File: src/sv/bfiq_pkg.sv
// Shared constants and register codes for the Bloom filter engine.
`default_nettype none
package bfiq_pkg;

  localparam int unsigned MAX_FILTER_BITS_DEF = 1048576;
  localparam int unsigned MAX_PROBES_DEF      = 32;

  localparam int unsigned NUM_BITS_W    = 21;
  localparam int unsigned HASH_COUNT_W  = 6;
  localparam int unsigned CFG_DATA_W    = 21;
  localparam int unsigned CFG_INDEX_W   = 2;
  localparam int unsigned HASH_W        = 64;
  localparam int unsigned WORD_W        = 64;

  localparam logic [HASH_W-1:0] DJB2_SEED = 64'd5381;
  localparam logic [HASH_W-1:0] SDBM_SEED = 64'd0;

  localparam logic [NUM_BITS_W-1:0]   NUM_BITS_RST   = 21'h100000;
  localparam logic [HASH_COUNT_W-1:0] HASH_COUNT_RST = 6'd7;

  typedef enum logic [CFG_INDEX_W-1:0] {
    REG_NUM_BITS   = 2'd0,
    REG_HASH_COUNT = 2'd1
  } reg_index_t;

endpackage
`default_nettype wire

File: src/sv/bfiq_hash.sv
// Running djb2 and sdbm hashes over the key bytes.
`default_nettype none
module bfiq_hash (
  input  logic                        clk,
  input  logic                        rst_n,
  input  logic                        upd,
  input  logic [7:0]                  key_byte,
  input  logic                        last_byte,
  output logic [bfiq_pkg::HASH_W-1:0] djb_nxt,
  output logic [bfiq_pkg::HASH_W-1:0] sdbm_nxt
);
  import bfiq_pkg::*;

  logic [HASH_W-1:0] djb_r;
  logic [HASH_W-1:0] sdbm_r;
  logic [HASH_W-1:0] byte_ext;

  assign byte_ext = {{(HASH_W-8){1'b0}}, key_byte};
  assign djb_nxt  = (djb_r << 5) + djb_r + byte_ext;
  assign sdbm_nxt = byte_ext + (sdbm_r << 6) + (sdbm_r << 16) - sdbm_r;

  // Both hashes go back to their seeds once a key is complete.
  always_ff @(posedge clk) begin
    if (!rst_n) begin
      djb_r  <= DJB2_SEED;
      sdbm_r <= SDBM_SEED;
    end else if (upd) begin
      if (last_byte) begin
        djb_r  <= DJB2_SEED;
        sdbm_r <= SDBM_SEED;
      end else begin
        djb_r  <= djb_nxt;
        sdbm_r <= sdbm_nxt;
      end
    end
  end

endmodule
`default_nettype wire

File: config.mk
export PLATFORM = sky130hd
export DESIGN_NAME = bfiq_hash
export DESIGN_NICKNAME = d
export VERILOG_FILES = /design/src/sv/bfiq_pkg.sv /design/src/sv/bfiq_hash.sv
export SDC_FILE = /design/constraint.sdc
export NUM_CORES = 1
export LEC_CHECK = 0
export BUFFER_PORTS_ARGS = -buffer_cell sky130_fd_sc_hd__buf_2
export CORE_UTILIZATION = 38
export CTS_CLUSTER_SIZE = 20
export DETAILED_ROUTE_END_ITERATION = 8
export SETUP_SLACK_MARGIN = 0.02
export SLEW_MARGIN = 20
export SYNTH_ARGS = -nofsm -noshare
export SYNTH_HDL_FRONTEND = slang
export SYNTH_SLANG_ARGS = --single-unit
File: constraint.sdc
create_clock -name clk -period 6.55 [get_ports clk]
set_input_delay 1.31 -clock clk [delete_from_list [all_inputs] [get_ports clk]]
set_output_delay 1.31 -clock clk [all_outputs]
set_load 0.02 [all_outputs]
# Word-level counts from Yosys, hierarchy flattened
# Index checks and enable logic that the tools add are counted.
# totals
ff_bits	128
inputBits	12
wordCells	9
out_inout_bits	128
# op_classes
muxes	2
n_addsub	5
# op_table
cell	n
64-bit adder	2
64-bit two-way mux	2
64-bit by 8-bit adder with 64-bit output	1
8-bit by 64-bit adder with 64-bit output	1
64-bit subtractor	1

# Logic depth before layout (Yosys ltp)
# logic_depth
ltp_word	4
mapped_depth	16
ltp_nobuf	16

# Worst setup path before layout
# No wires, ideal clock.
# synth_timing
path_type	input to output
start	input port key_byte[1]
end	output port sdbm_nxt[59] (netlist name)
path_stages	14
arrival_time_ps	4328
setup_slack_ps	912
path_cell_list	ha_1 ha_1 inv_1 fa_1 nor2b_1 o2111ai_1 a21oi_1 nor3_2 o31ai_4 a41oi_2 o31ai_4 a31oi_2 o21ai_1 xor2_1
# synth_via
elab_chain_cells	3
# synth_rtl
item	line	rtl
start, declared	bfiq_hash.sv:7	input logic [7:0] key_byte,
8-bit by 64-bit adder with 64-bit output	bfiq_hash.sv:20	assign sdbm_nxt = byte_ext + (sdbm_r << 6) + (sdbm_r << 16) - sdbm_r;
64-bit adder	bfiq_hash.sv:20	
64-bit subtractor	bfiq_hash.sv:20	
end, declared	bfiq_hash.sv:10	output logic [bfiq_pkg::HASH_W-1:0] sdbm_nxt
# No other way between the ends.

# Worst setup path in the final report
# layout_timing
start	input port key_byte[1]
end	output port sdbm_nxt[49] (netlist name)
# Same word-level chain as after synthesis.

==> qor.txt <==
Status: complete, no violations
TritonCTS Sinks: 128
Antenna violations before repair: 0
Cell area after synthesis: 14200 um2
Total congestion overflow: 0
Critical path cell sequence: buf_2 -> ha_1 -> ha_1 -> inv_1 -> fa_1 -> nor2b_1 -> o2111ai_1 -> a21oi_1 -> nor3_2 -> o31ai_4 -> a41oi_2 -> o21ai_2 -> a41oi_1 -> xnor2_1 -> buf_2
Post-synthesis register bit count: 128
Crit-path max FO: 5
CP max stage delay: 0.46 ns
Setup_tns: 0 ns
Most used DFF post-synth: dfxtp_1
Largest net degree at the start of global routing: 52
RSZ-0062 raised after global routing: no
PortBufs: 139
Crit path time final: 6.31 ns
Async S/R FF share, synth: 0%
Worst Reg2Reg Path Length in Cells: 13
Kind of end point of the critical path: output pin
Top cell type's share of synthesized area: 18.1%
Drt first-iter violations: 989
FF+latch area: 2560 um2
GRT Resource Usage Total: 23.6%
Die Area: 38000 um2
Part of the Yosys area used for sequential elements: 18.1%
First-pass GRT wire length: 70.8 mm
Yosys warns: 0
Clock H-tree levels: 4
Synthesis-to-finish area growth: 11.8%
Yosys cell types: 78
Setup Fix Bufs, Post-CTS: 0
Worst Path Arrival: 5.00 ns
Total CTS buffers: 17
Post-synth EDFFs: 0
Rows: 70
Largest delay contributor family on the critical path: compound AO/OA/AOI/OAI gates
Fin. max-slew vios: 0
Most common cell in the netlist: ha_1
Multi-input gate area: 10600 um2
Synth area leaders: dfxtp_1 (18%), ha_1 (17%), fa_1 (7.6%)
Clock root buffer: clkbuf_16
Number of vias per cell: 5.68
Achievable Freq: 158 MHz
Mapped Cells: 1749
Worst Hold Slack: 0.490 ns
Slowest cell on crit path: fa_1
Hold depth: 1
Final period utilization: 96.4%
Net count after synthesis: 2013
Fill count: 3687
Starting Density: 38.7%
Final RePlAce weighted congestion: 0.964
Mapped Avg Cell Area: 8.09 um2
Clk slew on worst S/H paths: 0.07 ns
Type of the worst setup path: in -> out
Hold Crit Class: reg -> reg
DRT Pass-1 Iters: 5
# IOs: 140
DRT Wirelength: 44.7 mm
Placeable Area: 36600 um2
Final setup violation count: 0
Routed wire per std cell: 19.3 um
# Max-Cap Violations: 0
Routed Antenna Nets: 0
Via count: 13100
Commonest cells in the netlist: ha_1 (198), inv_1 (188), a21oi_1 (150), nand2_1 (134), dfxtp_1 (128)
Crit path launch type: primary input
Clk buf depth: 2
CTS tree: yes
Die X: 195 um
Relative slew slack: 28.9%
Final Hold Fails: 0
Dpl hpwl: 36.1 mm
Clk_lat worst skew: 0.46 ns
Worst-margin pin slew: 1.06 ns
Antenna cells: 0
CP bufs+invs: 3
Layout net count: 2095
Vias in the first global route: 12600
Clk_skew: 0.0151 ns
Number of remaining DRC errors: 0
CP Data Required Time: 5.24 ns
Die Y: 195 um
Layout cells sized above 1: 11.7%
Crit path depth: 15
Largest area contributor in the netlist: dfxtp_1
==> path summary, 6_finish.rpt <==
check	slack (ns)	to	from
setup / recovery	0.24	sdbm_nxt[49]	key_byte[1]
hold / removal	0.49	djb_r[62]	djb_r[62]
setup reg to reg	2.37	sdbm_r[60]	sdbm_r[3]
hold reg to reg	0.49	djb_r[62]	djb_r[62]
==> layout make-up <==
type	instances	share of cell area, %
clock buffers	18	2.71
well taps	468	3.70
clock inverters	14	1.30
flip-flops and latches	128	16.2
multi-input cells	1346	66.7
repair buffers	150	4.92
inverters	188	4.46
==> placed cells by master, fill, tap and decap left out, types with 4 or more instances in the layout <==
master | netlist | final
a22oi_1 | 38 | 38
xnor2_1 | 71 | 71
nor2b_1 | 62 | 61
o211ai_1 | 7 | 7
bufinv_16 | 0 | 4
o21ai_0 | 80 | 80
a22o_1 | 65 | 65
a41oi_1 | 4 | 4
nand3_1 | 19 | 19
a31oi_1 | 10 | 10
ha_1 | 198 | 198
nand2b_1 | 11 | 11
clkinv_4 | 0 | 5
a21o_1 | 62 | 62
nor4_1 | 5 | 5
o22ai_1 | 8 | 8
fa_1 | 54 | 54
and2_1 | 26 | 25
o31ai_1 | 8 | 8
nand2_1 | 134 | 134
and4_1 | 5 | 5
o21a_1 | 13 | 13
inv_1 | 188 | 187
a221oi_1 | 5 | 5
and3_1 | 10 | 10
dfxtp_1 | 128 | 128
a211oi_1 | 8 | 8
or3_1 | 6 | 6
nor2_1 | 74 | 73
buf_4 | 1 | 11
o21bai_1 | 27 | 27
xor2_1 | 51 | 51
nor3_1 | 13 | 13
a21oi_1 | 150 | 150
buf_2 | 11 | 139
nand4_1 | 38 | 38
a21boi_0 | 5 | 5
clkbuf_16 | 0 | 17
o21ai_1 | 15 | 15
==> registers in the layout (all words and copies together) (netlist names) <==
| signal | flops |
|---|---|
| djb_r | 64 |
| sdbm_r | 64 |
==> metal layers <==
metal / routed length, um / track usage [%] / up-vias
li1: - / - / 6367
met1: 21900 / 33.9 / 6305
met2: 19500 / 36.5 / 397
met3: 2220 / 3.16 / 59
met4: 1010 / 7.03 / 0
met5: 0 / 0 / -
==> timing repair <==
item                       CTS  global route
gates resized for setup      0             1
hold buffers                 0             0
setup endpoints to repair    0             2
==> stage by stage <==
step	cells	area (um2)	setup slack [ns]	util (%)
2_1_floorplan	1749	14200	0.912	-
3_3_place_gp	2280	15200	0.282	41.5
3_5_place_dp	2280	15200	0.216	41.5
4_1_cts	2312	15800	0.197	43.2
5_1_grt	2312	15800	0.0639	43.2
6_report	2312	15800	0.236	43.2
==> logic make-up (layout without fill, tap and decap cells) <==
| kind of cell | after synthesis | count (layout) | synth area share, % |
|---|---|---|---|
| simple gates | 416 | 416 | 14.7 |
| xor+xnor | 122 | 122 | 7.55 |
| flops | 128 | 128 | 18.1 |
| compound gates | 553 | 553 | 26.8 |
| fa+ha+maj | 252 | 252 | 25.1 |
| mux | 3 | 3 | 0.221 |
| buf+inv | 275 | 370 | 7.47 |
Power is left out: the tool's default activity adds up to more than one toggle a clock period on the data nets, which glitch-free logic cannot reach.
