`config.mk`:
```
export PLATFORM = sky130hd
export DESIGN_NAME = bfiq_modulo
export DESIGN_NICKNAME = d
export VERILOG_FILES = /design/src/sv/bfiq_pkg.sv /design/src/sv/bfiq_modulo.sv
export SDC_FILE = /design/constraint.sdc
export NUM_CORES = 1
export LEC_CHECK = 0
export BUFFER_PORTS_ARGS = -buffer_cell sky130_fd_sc_hd__buf_4
export CAP_MARGIN = 20
export CORE_UTILIZATION = 33
export DETAILED_ROUTE_END_ITERATION = 8
export HOLD_SLACK_MARGIN = 0.08
export MAX_ROUTING_LAYER = met4
export PLACE_DENSITY = 0.65
export SLEW_MARGIN = 20
export SYNTH_ARGS = -nofsm -noshare
export SYNTH_HDL_FRONTEND = slang
export SYNTH_SLANG_ARGS = --single-unit
```
`constraint.sdc`:
```
create_clock -name clk -period 2.3 [get_ports clk]
set_input_delay 0 -clock clk [delete_from_list [all_inputs] [get_ports clk]]
set_output_delay 0 -clock clk [all_outputs]
set_load 0.02 [all_outputs]
```
`src/sv/bfiq_pkg.sv`:
```
// Shared constants and register codes for the Bloom filter engine.
`default_nettype none
package bfiq_pkg;

  localparam int unsigned MAX_FILTER_BITS_DEF = 1048576;
  localparam int unsigned MAX_PROBES_DEF      = 32;

  localparam int unsigned NUM_BITS_W    = 21;
  localparam int unsigned HASH_COUNT_W  = 6;
  localparam int unsigned CFG_DATA_W    = 21;
  localparam int unsigned CFG_INDEX_W   = 2;
  localparam int unsigned HASH_W        = 64;
  localparam int unsigned WORD_W        = 64;

  localparam logic [HASH_W-1:0] DJB2_SEED = 64'd5381;
  localparam logic [HASH_W-1:0] SDBM_SEED = 64'd0;

  localparam logic [NUM_BITS_W-1:0]   NUM_BITS_RST   = 21'h100000;
  localparam logic [HASH_COUNT_W-1:0] HASH_COUNT_RST = 6'd7;

  typedef enum logic [CFG_INDEX_W-1:0] {
    REG_NUM_BITS   = 2'd0,
    REG_HASH_COUNT = 2'd1
  } reg_index_t;

endpackage
`default_nettype wire

```
`src/sv/bfiq_modulo.sv`:
```
// Bit-serial restoring remainder of a 64-bit value by the filter size.
`default_nettype none
module bfiq_modulo #(
  parameter int unsigned MW = 21
) (
  input  logic                        clk,
  input  logic                        rst_n,
  input  logic                        go,
  input  logic [bfiq_pkg::HASH_W-1:0] dividend,
  input  logic [MW-1:0]               divisor,
  output logic                        done,
  output logic [MW-1:0]               rem
);
  import bfiq_pkg::*;

  localparam int unsigned CW = $clog2(HASH_W);

  logic [HASH_W-1:0] div_r;
  logic [MW-1:0]     dsr_r;
  logic [MW-1:0]     rem_r;
  logic [CW-1:0]     cnt_r;
  logic              run_r;
  logic              done_r;
  logic [MW:0]       sh;
  logic [MW:0]       sub;

  assign sh  = {rem_r, div_r[HASH_W-1]};
  assign sub = sh - {1'b0, dsr_r};

  always_ff @(posedge clk) begin
    if (!rst_n) begin
      run_r  <= 1'b0;
      done_r <= 1'b0;
      cnt_r  <= '0;
    end else begin
      done_r <= 1'b0;
      if (go) begin
        run_r <= 1'b1;
        cnt_r <= '0;
      end else if (run_r) begin
        cnt_r <= cnt_r + 1'b1;
        if (cnt_r == CW'(HASH_W-1)) begin
          run_r  <= 1'b0;
          done_r <= 1'b1;
        end
      end
    end
  end

  always_ff @(posedge clk) begin
    if (go) begin
      div_r <= dividend;
      dsr_r <= divisor;
      rem_r <= '0;
    end else if (run_r) begin
      div_r <= div_r << 1;
      rem_r <= (sh >= {1'b0, dsr_r}) ? sub[MW-1:0] : sh[MW-1:0];
    end
  end

  assign done = done_r;
  assign rem  = rem_r;

endmodule
`default_nettype wire

```
* Word level (Yosys, flattened, before mapping)
Cells that the tools add are included.
** Cells by class
- Eq/ne operators :: 1
- $add $sub $neg :: 2
- Reductions and logical operators :: 3
- Mux-type cells :: 7
- Bitwise gates (word level) :: 2
- $lt $le $gt $ge :: 1
** Operators by type and width (number)
- 64-bit two-way mux :: 2
- 22-bit by 21-bit greater-or-equal comparator with 1-bit output :: 1
- 21-bit two-way mux :: 1
- 21-bit subtractor :: 1
- 6-bit by 1-bit adder with 6-bit output (second input constant) :: 1
- 6-bit equality test (second input constant) :: 1
- 1-bit two-way mux :: 4
- 3-bit OR reduction :: 1
- 1-bit inverter :: 2
- 2-bit nonzero test :: 1
- 2-bit OR reduction :: 1
** Storage, ports and cells
- Output and inout port bits :: 22
- Word-level logic and storage cells :: 22
- Bits of input ports :: 88
- Register bits after elaboration :: 114

* Logic depth before layout (Yosys ltp)
Gate-level depths: netlist of run 1.
- Word-level depth :: 4
- Depth in mapped cells :: 13
- Mapped depth without buffers :: 11

* Least setup slack after synthesis of run 1
OpenSTA, ideal clock, no wires.
- Path kind :: reg2reg
- Start :: register div_r[63]
- End :: register rem_r[0] (netlist: rem[0])
- Path buffers :: 2
- Clock period less this slack :: 2513 ps
- Setup slack :: -213 ps
- Setup time :: 124 ps
- Data required time :: 2176 ps
- Stages on the path, launching flop included :: 13
- Arrival :: 2390 ps
- Cell sequence :: edfxtp_1 -> inv_1 -> ha_1 -> inv_1 -> fa_1 -> a21o_1 -> nand4_1 -> a21oi_1 -> o31ai_4 -> o21ai_2 -> buf_6 -> buf_12 -> o311a_2
** On the way
- Cells in the longest elaborated chain, start to end :: 2
- Elaborated cells between the ends (all ways) :: 3
- Classes of those cells :: add/sub: 1; order compare: 1; mux: 1
** RTL lines
- start, declared :: line bfiq_modulo.sv:18 : logic [HASH_W-1:0] div_r;
- start signal, assigned :: line bfiq_modulo.sv:52 : div_r <= dividend;
- start signal, assigned :: line bfiq_modulo.sv:56 : div_r <= div_r << 1;
- 21-bit subtractor / 22-bit by 21-bit greater-or-equal comparator with 1-bit output (equally long branches) :: line bfiq_modulo.sv:28, bfiq_modulo.sv:57
- 21-bit two-way mux (*) :: line bfiq_modulo.sv:57 : rem_r <= (sh >= {1'b0, dsr_r}) ? sub[MW-1:0] : sh[MW-1:0];
- end signal, assigned :: line bfiq_modulo.sv:57
- end, declared :: line bfiq_modulo.sv:20 : logic [MW-1:0] rem_r;
Every way passes the cells marked *; elsewhere a longest branch is shown, timed or not.
A chain may end at the register's enable or synchronous reset.

* Final worst setup path of run 1
Ends and elaborated chain as after synthesis.

==> results of run 1 <==
-- worst max-delay path: stages (launching register included) --
cell	delay (ns)
edfxtp_1	0.39
inv_1	0.09
ha_2	0.17
inv_2	0.04
fa_2	0.35
a21o_1	0.21
nand4_1	0.14
a21oi_2	0.10
o31ai_4	0.28
o21ai_4	0.11
buf_12	0.17
o311a_4	0.33
-- cell families after synthesis --
kind of cell,Yosys count,share of synthesized area
AND/OR/NAND/NOR,117,0.0995
flip-flops,114,0.530
AO/OA/AOI/OAI,91,0.109
multiplexers,76,0.142
buffers and inverters,47,0.0440
adder cells (fa/ha/maj),23,0.0500
XOR/XNOR,17,0.0252
-- layer usage --
| metal | vias to the layer above | GRT usage | wire, um |
|---|---|---|---|
| met5 | - | - | 0 |
| met2 | 129 | 0.310 | 8050 |
| met1 | 2286 | 0.200 | 6640 |
| li1 | 2327 | - | - |
| met4 | 0 | 0.0605 | 170 |
| met3 | 17 | 0.0423 | 660 |
-- how the worst max path moves through the flow --
stage	from	end	slack, ns
after floorplan	div_r[63]	rem[0]	-0.16
after global placement	div_r[63]	rem[20]	-0.19
after detailed placement	div_r[63]	rem[20]	-0.29
after CTS	div_r[63]	rem[7]	-0.12
after global routing	div_r[63]	rem[7]	-0.32
final	div_r[63]	rem[0]	-0.20
-- registers in the layout (all words and copies together), names as in the netlist --
name   flops
done       1
rem       21
dsr_r     21
cnt_r      6
run_r      1
div_r     64
-- layout by cell type, fill, tap and decap left out, types with 3 or more instances in the layout --
cell,synthesis,routed
clkinvlp_4,0,3
nand2_2,1,3
a21oi_1,19,16
mux2_2,63,63
dfxtp_1,29,29
nand4_1,5,5
dlygate4sd3_1,0,87
a31oi_1,3,3
clkbuf_16,0,18
a211oi_1,11,9
inv_8,0,3
xor2_1,9,9
inv_1,25,23
o21ai_1,2,5
a21oi_2,3,6
nor2_1,36,36
or3_1,4,3
clkinv_4,0,5
buf_4,1,169
buf_12,1,4
o21a_1,4,3
a21o_1,9,9
nor3_1,4,3
a22oi_1,3,3
ha_1,22,20
nand2_1,29,27
nand3_1,16,16
edfxtp_1,85,85
o31ai_1,4,4
o21ai_0,15,11
xnor2_1,8,8
and2_1,7,6
mux2i_1,13,12
-- stage by stage --
step / hold slack, ns / utilization
3_3_place_gp: 0.179 / 0.421
5_1_grt: 0.300 / 0.519
6_report: 0.307 / 0.519
3_5_place_dp: 0.179 / 0.421
4_1_cts: 0.297 / 0.509
2_1_floorplan: 0.0989 / -
-- final cells by class --
cell class,instances,area [um2],area share
flip-flops and latches,114,3130,0.347
clock buffers,17,425,0.0471
inverters,25,97.6,0.0108
well taps,225,282,0.0311
repair buffers,263,2270,0.251
multi-input cells,324,2660,0.294
clock inverters,15,175,0.0194
-- repair_timing --
item                                    CTS  global route
hold buffers                             87             0
buffers inserted                          4             5
hold endpoints to repair                100             0
endpoints found under the setup margin   21            21
resized for setup                        10            23
cloned                                    0             1
pin swaps                                 4            15
-- power by group through the flow --
stage | combinational, mW | sequential [mW] | clock, mW
2_1_floorplan | 0.521 | 2.52 | 0
3_3_place_gp | 0.895 | 2.51 | 0
3_5_place_dp | 0.915 | 2.52 | 0
4_1_cts | 1.05 | 2.48 | 2.76
5_1_grt | 1.20 | 2.49 | 2.85
6_report | 1.10 | 2.48 | 2.71
==> results.sh, run 1 <==
export IMPL_worstSetupEndpointType="flop"
export IMPL_skew_ns=0.0139
export IMPL_cts_tree="built"
export IMPL_synth_largest_area_cell="edfxtp_1"
export IMPL_hold_path_class="in -> reg"
export IMPL_die_area_mm2=0.0184
export IMPL_required_ns=2.60
export IMPL_grt_pass1_wl_mm=24.3
export IMPL_rrSetupSlack_ns=-0.20
export IMPL_die_y_um=136
export IMPL_nets=856
export IMPL_insertedDiodeCount=0
export IMPL_max_cap_violations=0
export IMPL_vias=4759
export IMPL_layout_drive_gt1_share=0.413
export IMPL_fin_crit_sh=1.09
export IMPL_grt_max_degree=73
export IMPL_timing_fmax_ghz=0.399
export IMPL_slew_headroom=0.613
export IMPL_maxSlewViolCount=0
export IMPL_yosys_warnings=0
export IMPL_synth_seq_cells=114
export IMPL_port_buffers=109
export IMPL_p_switching_mw=1.63
export IMPL_nFillCells=1497
export IMPL_final_cell_area_mm2=0.00904
export IMPL_crit_type="reg -> reg"
export IMPL_ios=110
export IMPL_hold_viol=0
export IMPL_crit_arrival_ns=2.80
export IMPL_initial_core_util=0.339
export IMPL_outcome="complete, but fails checks"
export IMPL_grt_overflow=0
export IMPL_rows=48
export IMPL_rsz0062_at_grt="yes"
export IMPL_ys_flop_type="edfxtp_1"
export IMPL_netlist_area_mm2=0.00591
export IMPL_synthCells=485
export IMPL_hold_end="dsr_r[2]"
export IMPL_cp_max_fo=7
export IMPL_min_from="divisor[2]"
export IMPL_synth_seq_area_share=0.530
export IMPL_synth_top_cells_by_count="85 x edfxtp_1, 63 x mux2_2, 36 x nor2_1"
export IMPL_power_density_mw_per_mm2=696
export IMPL_synth_area_leaders="edfxtp_1 43%, mux2_2 12%, dfxtp_1 9.8%"
export IMPL_synth_avg_cell_area_um2=12.2
export IMPL_clkLatencyLatePin_ns=0.42
export IMPL_cts_buffer_depth=2
export IMPL_antenna_found_initial=0
export IMPL_synth_async_reset_ratio=0
export IMPL_via_per_inst=4.84
export IMPL_clk_pin_slew_worst_paths_ns=0.06
export IMPL_finalPower_mw=6.29
export IMPL_grt_use_total=0.178
export IMPL_setup_ws_ns=-0.204
export IMPL_critPathLaunchType="flop"
export IMPL_cts_buffers=17
export IMPL_p_sw_frac=0.260
export IMPL_ir_worst_vdd_uv=455
export IMPL_syn_num_nets=596
export IMPL_dpl_cell_area_mm2=0.00733
export IMPL_cts_root_buf="clkbuf_16"
export IMPL_htree_levels=4
export IMPL_pre_cts_ws_ns=-0.291
export IMPL_grt_pass1_vias=5017
export IMPL_dr_pass1_iters=6
export IMPL_period_needed_ns=2.50
export IMPL_drt_wirelength_per_cell_um=15.8
export IMPL_violations="negative setup slack"
export IMPL_rr_endpoint="rem[0]"
export IMPL_drc=0
export IMPL_r2r_start="div_r[63]"
export IMPL_synth_top_area_frac=0.432
export IMPL_worstMarginPinSlew_ns=0.575
export IMPL_place_inst=854
export IMPL_combPwrFrac=0.175
export IMPL_clkPwrFrac=0.431
export IMPL_power_frac_seq=0.394
export IMPL_synth_enable_flop_cells=85
export IMPL_power_leakage_nw=3.70
export IMPL_area_growth_pct=53.0
export IMPL_core_area_mm2=0.0174
export IMPL_finalNonFillerCells=983
export IMPL_drt_iter0_markers=192
export IMPL_hold_depth=2
export IMPL_fin_tns_setup_ns=-2.95
export IMPL_ys_types=62
export IMPL_hpwlAfterDp_mm=10.2
export IMPL_reg2regPathDepth=11
export IMPL_setup_violations=20
export IMPL_synth_most_common_cell="edfxtp_1"
export IMPL_die_w_um=136
export IMPL_p_int_mw=4.65
export IMPL_cts_sinks=114
export IMPL_drt_wl_total_mm=15.5
export IMPL_finalWeightedCongestion=0.870
export IMPL_ant_nets=0
(Power assumes the default switching activity.)
==> run 2: changes to the inputs <==
--- a/config.mk
+++ b/config.mk
@@ -5,6 +5,7 @@
 export SDC_FILE = /design/constraint.sdc
 export NUM_CORES = 1
 export LEC_CHECK = 0
+export ABC_AREA = 1
 export BUFFER_PORTS_ARGS = -buffer_cell sky130_fd_sc_hd__buf_4
 export CAP_MARGIN = 20
 export CORE_UTILIZATION = 33
==> results.sh, run 2 <==
export IMPL_port_buffers=109
export IMPL_via_per_inst=4.51
export IMPL_multi_input_area_mm2=0.00269
export IMPL_dr_pass1_iters=5
export IMPL_top_register="div_r"
export IMPL_regArea_mm2=0.00313
export IMPL_slew_headroom=0.458
export IMPL_largest_register_ff_count=64
export IMPL_die_y_um=140
export IMPL_skew_ns=0.00922
export IMPL_drt_wl_total_mm=16.0
export IMPL_crit_arrival_ns=2.36
export IMPL_timing_fmax_ghz=0.482
export IMPL_max_cap_violations=0
export IMPL_netlist_area_mm2=0.00631
export IMPL_p_int_mw=4.19
export IMPL_cts_sinks=114
export IMPL_power_frac_seq=0.438
export IMPL_cts_tree="built"
export IMPL_synth_largest_area_cell="edfxtp_1"
export IMPL_r2r_start="div_r[63]"
export IMPL_synth_top_cells_by_count="349 x nand2_1, 89 x inv_1, 85 x edfxtp_1"
export IMPL_grt_overflow=0
export IMPL_pre_cts_ws_ns=0.0440
export IMPL_power_leakage_nw=4.29
export IMPL_outcome="completed"
export IMPL_hpwlAfterDp_mm=10.9
export IMPL_final_cell_area_mm2=0.00887
export IMPL_yosys_warnings=0
export IMPL_clkPwrFrac=0.440
export IMPL_drt_wirelength_per_cell_um=13.0
export IMPL_die_area_mm2=0.0197
export IMPL_cts_buffer_depth=2
export IMPL_ys_flop_type="edfxtp_1"
export IMPL_power_density_mw_per_mm2=627
export IMPL_reg2regPathDepth=15
export IMPL_nets=1101
export IMPL_cts_buffers=17
export IMPL_worstSetupEndpointType="flop"
export IMPL_setup_ws_ns=0.224
export IMPL_synth_enable_flop_cells=85
export IMPL_final_cell_mix="346 x nand2_1, 119 x buf_4, 89 x inv_1, 88 x dlygate4sd3_1, 85 x edfxtp_1"
export IMPL_rows=50
export IMPL_rsz0062_at_grt="no"
export IMPL_finalWeightedCongestion=0.919
export IMPL_worstMarginPinSlew_ns=0.814
export IMPL_synth_top_area_frac=0.405
export IMPL_hold_viol=0
export IMPL_synth_async_reset_ratio=0
export IMPL_layout_drive_gt1_share=0.196
export IMPL_synth_area_leaders="edfxtp_1 40%, nand2_1 21%, dfxtp_1 9.2%"
export IMPL_ys_types=34
export IMPL_grt_max_degree=79
export IMPL_critPathLaunchType="flop"
export IMPL_synthCells=784
export IMPL_ant_nets=0
export IMPL_grt_pass1_vias=5579
export IMPL_required_ns=2.59
export IMPL_grt_pass1_wl_mm=26.7
export IMPL_p_sw_frac=0.247
export IMPL_syn_num_nets=895
export IMPL_vias=5572
export IMPL_synth_seq_cells=114
export IMPL_combPwrFrac=0.122
export IMPL_hold_path_class="in -> reg"
export IMPL_core_area_mm2=0.0187
export IMPL_antenna_found_initial=1
export IMPL_clkLatencyLatePin_ns=0.42
export IMPL_ios=110
export IMPL_nFillCells=1789
export IMPL_cts_root_buf="clkbuf_16"
export IMPL_cp_max_fo=7
export IMPL_htree_levels=4
export IMPL_drc=0
export IMPL_finalPower_mw=5.57
export IMPL_dpl_cell_area_mm2=0.00741
export IMPL_maxSlewViolCount=0
export IMPL_initial_core_util=0.337
export IMPL_clk_pin_slew_worst_paths_ns=0.06
export IMPL_drt_iter0_markers=265
export IMPL_synth_seq_area_share=0.497
export IMPL_synth_avg_cell_area_um2=8.04
export IMPL_setup_violations=0
export IMPL_synth_most_common_cell="nand2_1"
export IMPL_setup_worst_path_end="rem[5]"
export IMPL_rr_endpoint="rem[5]"
export IMPL_fin_crit_sh=0.902
export IMPL_fin_tns_setup_ns=0
export IMPL_critPathLaunch="div_r[63]"
export IMPL_layout_commonest_cell="nand2_1"
export IMPL_period_needed_ns=2.08
export IMPL_rrSetupSlack_ns=0.22
export IMPL_p_switching_mw=1.37
export IMPL_ir_worst_vdd_uv=471
export IMPL_grt_use_total=0.179
export IMPL_die_w_um=140
export IMPL_crit_type="reg -> reg"
export IMPL_area_growth_pct=40.7
run 2: cell count changes after synthesis, sizes merged, moves of 6 or more:
cell	change
nor2	-6
a21o	-10
mux2	-63
o21ai	-10
nand3b	+12
a211oi	-11
mux2i	-13
nand3	+46
inv	+73
xor2	-8
nor3	+7
nand2	+332
and2	-7
run 2: power by group through the flow:
stage,combinational (mW),clock (mW),sequential [mW]
floorplan,0.325,0,2.47
global placement,0.554,0,2.47
detailed placement,0.558,0,2.48
CTS,0.680,2.51,2.44
global route,0.764,2.59,2.46
finish,0.680,2.45,2.44
run 2: cell families after synthesis:
group / count (synthesis) / synth area share
and+or+nand+nor: 483 / 0.335
buffers and inverters: 124 / 0.0815
DFF: 114 / 0.497
AOI/OAI and AO/OA: 30 / 0.0264
adders and majority gates: 23 / 0.0468
xor gates and xnor gates: 10 / 0.0139
run 2: worst max-delay path, stage by stage, from the launching register on:
cell      delay (ns)
edfxtp_1        0.35
inv_1           0.08
ha_1            0.15
inv_1           0.07
fa_2            0.34
nand2_1         0.09
nand2_2         0.07
nand3_2         0.07
nand2_2         0.07
nand2_2         0.08
nand2_2         0.10
nand2_8         0.11
buf_4           0.16
nand3_1         0.07
nand3_1         0.08
o21ai_1         0.06
run 2: area by class of cell:
cell class	count	share of cell area
flip-flops and latches	114	0.353
multi-input cells	546	0.303
repair buffers	210	0.207
clock buffers	17	0.0479
inverters	101	0.0427
well taps	234	0.0330
clock inverters	13	0.0131
diodes	1	0.000282
run 2: worst min-delay path by stage:
stage	start	end	depth (start not counted)	slack (ns)
global placement	divisor[10]	dsr_r[10]	1	0.18
CTS	divisor[14]	dsr_r[14]	2	0.29
finish	divisor[12]	dsr_r[12]	2	0.30
floorplan	divisor[0]	dsr_r[0]	0	0.1
detailed placement	divisor[5]	dsr_r[5]	1	0.18
global route	divisor[12]	dsr_r[12]	2	0.29
run 2: layer usage:
metal,GRT usage,vias up,wire length (um)
li1,-,2907,-
met1,0.209,2507,7120
met2,0.297,144,7710
met3,0.0479,14,984
met4,0.0590,0,217
met5,-,-,0
run 2: through the flow:
stage / instances / util / hold slack [ns]
floorplan: 784 / - / 0.0989
global placement: 1116 / 0.396 / 0.179
detailed placement: 1116 / 0.396 / 0.179
CTS: 1234 / 0.472 / 0.290
global route: 1236 / 0.474 / 0.293
finish: 1236 / 0.474 / 0.304
run 2: what timing repair did:
item                                    4_1_cts  5_1_grt
hold buffers                                 88        0
buffers inserted                              0        1
endpoints found under the setup margin        0       21
hold endpoints to repair                    100        0
gates resized for setup                       0        7
